[src/rtl/afms_pkg.sv]
// afms_pkg: shared widths, byte constants and types for the alternation search
// used by afms_match and alternation_first_match_search; no dependencies
`timescale 1ns / 1ps

package afms_pkg;

  localparam int POS_BITS = 16;
  localparam int CNT_W    = POS_BITS + 1;
  localparam int OFF_W    = 16;
  localparam int WIN_LEN  = 9;

  // first offset that is no longer stored or tested
  localparam logic [CNT_W-1:0] POS_LIMIT = CNT_W'(1) << POS_BITS;

  localparam logic [7:0] CH_A = 8'h61;
  localparam logic [7:0] CH_B = 8'h62;
  localparam logic [7:0] CH_C = 8'h63;
  localparam logic [7:0] CH_D = 8'h64;
  localparam logic [7:0] CH_E = 8'h65;
  localparam logic [7:0] CH_F = 8'h66;
  localparam logic [7:0] CH_I = 8'h69;
  localparam logic [7:0] CH_J = 8'h6a;
  localparam logic [7:0] CH_K = 8'h6b;
  localparam logic [7:0] CH_N = 8'h6e;
  localparam logic [7:0] CH_O = 8'h6f;
  localparam logic [7:0] CH_R = 8'h72;
  localparam logic [7:0] CH_T = 8'h74;
  localparam logic [7:0] CH_0 = 8'h30;
  localparam logic [7:0] CH_9 = 8'h39;

  // pattern set codes
  localparam logic SET_NAMES  = 1'b0;
  localparam logic SET_DIGITS = 1'b1;

  // index 0 holds the newest byte
  typedef logic [WIN_LEN-1:0][7:0] win_t;

  typedef struct packed {
    logic             hit;
    logic [OFF_W-1:0] start;
  } match_t;

endpackage

[src/rtl/afms_match.sv]
// afms_match: tests every branch of the selected alternation as ending at the
// newest window byte and returns the lowest start; depends on afms_pkg
`timescale 1ns / 1ps

module afms_match (
  input  afms_pkg::win_t                 win,
  input  logic [afms_pkg::CNT_W-1:0]     cnt,
  input  logic                           pattern_set,
  output afms_pkg::match_t               result
);

  logic fit3, fit4, fit5, fit9;
  logic m_fred, m_bob, m_janet, m_frederick, m_ted, m_digits;
  logic [4:0] is_digit;
  logic [3:0] len;

  assign fit3 = cnt >= afms_pkg::CNT_W'(3);
  assign fit4 = cnt >= afms_pkg::CNT_W'(4);
  assign fit5 = cnt >= afms_pkg::CNT_W'(5);
  assign fit9 = cnt >= afms_pkg::CNT_W'(9);

  always_comb begin
    for (int i = 0; i < 5; i++) begin
      is_digit[i] = (win[i] >= afms_pkg::CH_0) && (win[i] <= afms_pkg::CH_9);
    end
  end

  // window index len-1 holds the first letter of a branch of length len
  assign m_bob = fit3 && win[2] == afms_pkg::CH_B && win[1] == afms_pkg::CH_O &&
                 win[0] == afms_pkg::CH_B;
  assign m_ted = fit3 && win[2] == afms_pkg::CH_T && win[1] == afms_pkg::CH_E &&
                 win[0] == afms_pkg::CH_D;
  assign m_fred = fit4 && win[3] == afms_pkg::CH_F && win[2] == afms_pkg::CH_R &&
                  win[1] == afms_pkg::CH_E && win[0] == afms_pkg::CH_D;
  assign m_janet = fit5 && win[4] == afms_pkg::CH_J && win[3] == afms_pkg::CH_A &&
                   win[2] == afms_pkg::CH_N && win[1] == afms_pkg::CH_E &&
                   win[0] == afms_pkg::CH_T;
  assign m_frederick = fit9 && win[8] == afms_pkg::CH_F && win[7] == afms_pkg::CH_R &&
                       win[6] == afms_pkg::CH_E && win[5] == afms_pkg::CH_D &&
                       win[4] == afms_pkg::CH_E && win[3] == afms_pkg::CH_R &&
                       win[2] == afms_pkg::CH_I && win[1] == afms_pkg::CH_C &&
                       win[0] == afms_pkg::CH_K;
  assign m_digits = fit5 && (&is_digit);

  // longest matching branch gives the lowest start for this end position
  always_comb begin
    len = 4'd0;
    unique case (pattern_set)
      afms_pkg::SET_NAMES: begin
        priority if (m_frederick) len = 4'd9;
        else if (m_janet)         len = 4'd5;
        else if (m_fred)          len = 4'd4;
        else if (m_bob)           len = 4'd3;
        else                      len = 4'd0;
      end
      afms_pkg::SET_DIGITS: begin
        priority if (m_digits)    len = 4'd5;
        else if (m_bob || m_ted)  len = 4'd3;
        else                      len = 4'd0;
      end
      default: len = 4'd0;
    endcase
  end

  logic [afms_pkg::CNT_W-1:0] start_full;
  assign start_full = cnt - afms_pkg::CNT_W'(len);

  assign result.hit   = len != 4'd0;
  assign result.start = start_full[afms_pkg::OFF_W-1:0];

endmodule

[src/rtl/alternation_first_match_search.sv]
// alternation_first_match_search: top level of the streaming alternation search
// holds input stage, window and stream state, result register; uses afms_pkg, afms_match
`timescale 1ns / 1ps

// Haystack bytes enter on data_byte/final_byte with data_valid/data_stall, one
// transaction per byte; the byte flagged final_byte closes the haystack.
// One result transaction (found, match_start) leaves on result_valid/result_stall
// for each haystack, holding the lowest start offset where any branch of the
// selected alternation matched (0 with found low when nothing matched).
// The user writes pattern_set through cfg_write_en/cfg_write_data only while idle;
// the block does not enforce this. Set 0 is fred|bob|janet|frederick, set 1 is
// bob|five digits|ted. Throughput: one byte per clock while data_stall is low. A byte
// goes through the input register, then one pass of window compares and a start-offset
// compare updates the stream state; a final byte's result is registered once the result
// register is free. Bytes beyond offset 65535 are not stored or tested.
// While a result waits on result_stall, bytes keep being accepted; only a
// second final byte holds in the input register, raising data_stall.
// Synchronous reset clears the stream state, both valid flags and pattern_set,
// and holds data_stall high; after a result the stream state clears.
module alternation_first_match_search (
  input  logic        clk,
  input  logic        rst,
  input  logic        data_valid,
  output logic        data_stall,
  input  logic [7:0]  data_byte,
  input  logic        final_byte,
  input  logic        cfg_write_en,
  input  logic        cfg_write_data,
  output logic        result_valid,
  input  logic        result_stall,
  output logic        found,
  output logic [15:0] match_start
);

  logic                          pattern_set;
  logic                          s1_valid;
  logic [7:0]                    s1_byte;
  logic                          s1_final;
  afms_pkg::win_t                win;
  logic [afms_pkg::CNT_W-1:0]    bytes_seen;
  logic                          hit_seen;
  logic [afms_pkg::OFF_W-1:0]    hit_offset;

  logic                          s1_go;
  logic                          store;
  afms_pkg::win_t                win_shift;
  logic [afms_pkg::CNT_W-1:0]    cnt_inc;
  afms_pkg::match_t              m;
  logic                          take;
  logic                          hit_seen_next;
  logic [afms_pkg::OFF_W-1:0]    hit_offset_next;

  // a final byte needs a free result register before it can go
  assign s1_go      = s1_valid && (!s1_final || !result_valid || !result_stall);
  assign data_stall = rst || (s1_valid && !s1_go);

  assign store     = bytes_seen != afms_pkg::POS_LIMIT;
  assign win_shift = {win[afms_pkg::WIN_LEN-2:0], s1_byte};
  assign cnt_inc   = bytes_seen + afms_pkg::CNT_W'(1);

  afms_match u_match (
    .win         (win_shift),
    .cnt         (cnt_inc),
    .pattern_set (pattern_set),
    .result      (m)
  );

  assign take            = store && m.hit && (!hit_seen || m.start < hit_offset);
  assign hit_seen_next   = hit_seen || take;
  assign hit_offset_next = take ? m.start : hit_offset;

  always_ff @(posedge clk) begin
    if (rst) begin
      pattern_set  <= afms_pkg::SET_NAMES;
      s1_valid     <= 1'b0;
      win          <= '0;
      bytes_seen   <= '0;
      hit_seen     <= 1'b0;
      hit_offset   <= '0;
      result_valid <= 1'b0;
    end else begin
      if (cfg_write_en) begin
        pattern_set <= cfg_write_data;
      end

      if (data_valid && !data_stall) begin
        s1_valid <= 1'b1;
      end else if (s1_go) begin
        s1_valid <= 1'b0;
      end

      if (s1_go && s1_final) begin
        result_valid <= 1'b1;
      end else if (result_valid && !result_stall) begin
        result_valid <= 1'b0;
      end

      if (s1_go) begin
        if (s1_final) begin
          // haystack done: emit and start over
          win          <= '0;
          bytes_seen   <= '0;
          hit_seen     <= 1'b0;
          hit_offset   <= '0;
        end else if (store) begin
          win        <= win_shift;
          bytes_seen <= cnt_inc;
          hit_seen   <= hit_seen_next;
          hit_offset <= hit_offset_next;
        end
      end
    end
  end

  // payload registers
  always_ff @(posedge clk) begin
    if (data_valid && !data_stall) begin
      s1_byte  <= data_byte;
      s1_final <= final_byte;
    end
    if (s1_go && s1_final) begin
      found       <= hit_seen_next;
      match_start <= hit_seen_next ? hit_offset_next : '0;
    end
  end

endmodule
[config.mk]
export PLATFORM = sky130hd
export DESIGN_NAME = alternation_first_match_search
export DESIGN_NICKNAME = d
export VERILOG_FILES = /design/src/rtl/afms_pkg.sv /design/src/rtl/afms_match.sv /design/src/rtl/alternation_first_match_search.sv
export SDC_FILE = /design/constraint.sdc
export NUM_CORES = 1
export LEC_CHECK = 0
export BUFFER_PORTS_ARGS = -buffer_cell sky130_fd_sc_hd__buf_2
export CAP_MARGIN = 5
export CORE_MARGIN = 2
export CORE_UTILIZATION = 57
export CTS_BUF_LIST = sky130_fd_sc_hd__clkbuf_4 sky130_fd_sc_hd__clkbuf_8 sky130_fd_sc_hd__clkbuf_16
export DETAILED_ROUTE_END_ITERATION = 10
export PLACE_DENSITY = 0.75
export RECOVER_POWER = 50
export SETUP_SLACK_MARGIN = 0.05
export SKIP_CTS_REPAIR_TIMING = 1
export SLEW_MARGIN = 10
export SYNTH_ARGS = -nofsm -noshare
export SYNTH_HDL_FRONTEND = slang
export SYNTH_SLANG_ARGS = --single-unit
[constraint.sdc]
create_clock -name clk -period 17.65 [get_ports clk]
set_input_delay 0.8825 -clock clk [delete_from_list [all_inputs] [get_ports clk]]
set_output_delay 0.8825 -clock clk [all_outputs]
set_load 0.05 [all_outputs]
==> metrics.md <==
| Metric | Value |
|---|---|
| Run status | `complete, but fails checks` |
| Failing checks | `max-capacitance violations, max-slew violations` |
| Die area | `about 12000 um^2` |
| Number of flops mapped to enable cells by yosys | `26` |
| Max_cap viols | `2` |
| Post-DP Area | `approximately 6500 um^2` |
| Syn Area/Cell | `approximately 9.2 um^2` |
| Crit end category | `flip-flop` |
| #FFs+latches synth | `around 130` |
| Final Hold Violating Endpoints | `0` |
| Post-route clock period utilization | `a little over two fifths` |
| DIE HEIGHT | `around 110 um` |
| WP data arrival | `just over 8 ns` |
| Crit Path Class | `flip-flop to flip-flop` |
| Starting Density | `approximately three fifths` |
| Required time of the critical path | `approximately 18 ns` |
| CTS H-tree lvls | `4` |
| Vias | `around 5300` |
| Row Count | `38` |
| RSZ-0062 raised after global routing | `no` |
| Top_reg_cell synth | `dfxtp_1` |
| Final Setup Violations | `0` |
| Clock skew | `0.009175 ns` |
| Seq/Total Area, Yosys | `43.93%` |
| Ports | `34` |
| Clk sink count | `around 130` |
| Synth Cell Area | `6380 um^2` |
| I/O Buffers | `33` |
| CTS tree | `done` |
| Asr flop ratio synth | `0%` |
| Post-DP HPWL | `9989 um` |
| Max incr delay on CP | `0.71 ns` |
| Setup TNS | `0 ns` |
| Vias in the first global route | `a little over 5000` |
| Post-Synthesis Cells | `just under 700` |
| WL/cell | `between 15 and 20 um` |
| Fin worst setup slack | `between 9 and 10 ns` |
| Die width | `109.8 um` |
| Yosys Warn Count | `0` |
| Drt first-iter violations | `slightly above 400` |
| Max-slew headroom | `-105.5%` |
| Post-synth cell types | `65` |
| Fillers | `about 900` |
| Clk_lat worst skew | `~0.55 ns` |
| Routed Antenna Nets | `0` |
| Max-slew violations | `just over 90` |
| Layout area overhead | `10.98%` |
| Final Util | `between 60% and 70%` |
| Power density cells | `~97 nW/um^2` |
| Period minus WS final | `approximately 7.8 ns` |
| Worst-Margin Slew | `3.082 ns` |
| VDD IR max | `around 0.10 mV` |
| Initial antenna violation count | `0` |
| Number of buffers created by CTS | `17` |
| Type of origin of the critical path | `flip-flop` |
| Final GP Congestion | `between 0.9 and 1` |
| Worst-path fanout max | `17` |
| Finished layout cell area | `around 7000 um^2` |
| Core area | `~11000 um^2` |
| Worst-path clk slew | `~0.060 ns` |
| CP max-delay cell | `a211oi_4` |
| F_max | `between 0.1 and 0.15 GHz` |
| Leakage | `between 0.002 and 0.003 uW` |
| Largest net degree at the start of global routing | `between 70 and 80` |
| Layout net count | `around 740` |
| Average via count per standard cell | `6.282` |
| Gr usage total | `26.37%` |
| Worst Hold Class | `flip-flop to flip-flop` |
| Pre-antenna DRT Iters | `5` |
| First-pass GRT wire length | `between 20000 and 25000 um` |
| Final wirelength | `~15000 um` |
| Max Root-Sink Buffers | `2` |
| Pre-CTS setup slack | `around 10 ns` |
| Clock Tree Root | `clkbuf_8` |
| Syn_nets | `between 700 and 800` |
| # DRC | `0` |
| Total power | `687.4 uW` |
| Total gr overflow | `0` |
| Diode count | `0` |
| Layout cell share with drive strength beyond 1 | `9.168%` |
layout make-up:
type                            instances  area, um^2  share of cell area (%)
Tap cell                              140       175.2                   2.474
Clock buffer                           25       545.5                   7.705
Sequential cell                       127        2803                   39.58
Inverter                               25       93.84                   1.325
Clock inverter                          6       42.54                  0.6008
Timing Repair Buffer                   36       158.9                   2.244
Multi-Input combinational cell        490        3262                   46.07
cell families (layout without fill, tap and decap cells):
family	after synthesis	in the layout	synth area share (%)
AND/OR/NAND/NOR	256	256	21.36
AO/OA/AOI/OAI	182	182	21.20
flip-flops	127	127	43.93
buffers and inverters	73	92	4.824
XOR/XNOR	25	25	3.432
adder cells (fa/ha/maj)	23	23	4.628
multiplexers	4	4	0.6276
critical path, delay by kind of cell (launching register included):
family          cells  cell delay (ns)
mux                 1             0.28
flops               1             0.46
compound gates     13             3.28
simple gates       10             2.40
fa+ha+maj           3             0.98
xor+xnor            1             0.21
cell usage after synthesis (9+ instances only):
cell,n,area [um^2]
a22o_1,32,280.3
nor3_1,17,85.08
edfxtp_1,26,780.8
clkbuf_1,35,131.4
nand4_1,15,93.84
nor4_1,9,56.30
dfxtp_1,101,2022
o21ai_0,27,135.1
nor2_1,112,420.4
nand2_1,26,97.59
ha_1,22,275.3
nand3_1,13,65.06
xnor2_1,17,148.9
a21oi_1,27,135.1
inv_1,25,93.84
a22oi_1,67,503.0
routing by layer:
layer / part of all wire (%) / vias to the layer above / track usage (%) / routed length (um)
met1: 42 / 2585 / 31.12 / 6232
li1: - / 2561 / - / -
met5: 0 / - / 0 / 0
met4: 3.3 / 0 / 14.10 / 483
met3: 3.8 / 44 / 6.165 / 564
met2: 51 / 143 / 44.26 / 7523
sequential cells by signal, summed over array words and instances, names as in the netlist, 8 cells and up:
name / count
win: 64
bytes_seen: 17
hit_offset: 16
match_start: 16
s1_byte: 8
metrics by stage:
stage          instances  hold slack (ns)
2_1_floorplan        690           0.4680
3_3_place_gp         818           0.4885
3_5_place_dp         818           0.4928
4_1_cts              849           0.4995
5_1_grt              849           0.4987
6_report             849           0.5058
power by group:
part / total [uW] / switching (uW) / internal (uW)
clock network: 338 / 126 / 212
registers: 302 / 2.71 / 299
logic: 47.6 / 32.8 / 14.8
placed cells by master (no fill, tap or decap), types with 5 or more instances in the layout:
cell / n
buf_2: 13
nor2_1: 111
nand2_1: 26
clkbuf_1: 21
nor4_1: 10
dfxtp_1: 101
ha_1: 22
nor4bb_1: 6
edfxtp_1: 26
nor2b_1: 6
nand4b_1: 5
a22oi_1: 67
xnor2_1: 17
a22o_1: 32
clkbuf_16: 19
nand4_1: 15
inv_1: 25
or3_1: 5
nor3_1: 17
nand3_1: 13
nor4b_1: 7
xor2_1: 8
o21ai_0: 27
a21oi_1: 27
final timing paths:
| check | from | to | slack [ns] | cells past startpoint |
|---|---|---|---|---|
| setup reg to reg | bytes_seen[0] | hit_offset[12] | 9.89 | 28 |
| hold / removal | result_valid | result_valid | 0.51 | 2 |
| hold reg to reg | result_valid | result_valid | 0.51 | 2 |
| setup / recovery | bytes_seen[0] | hit_offset[12] | 9.89 | 28 |
No activity file was read; power rests on OpenSTA's default activity.
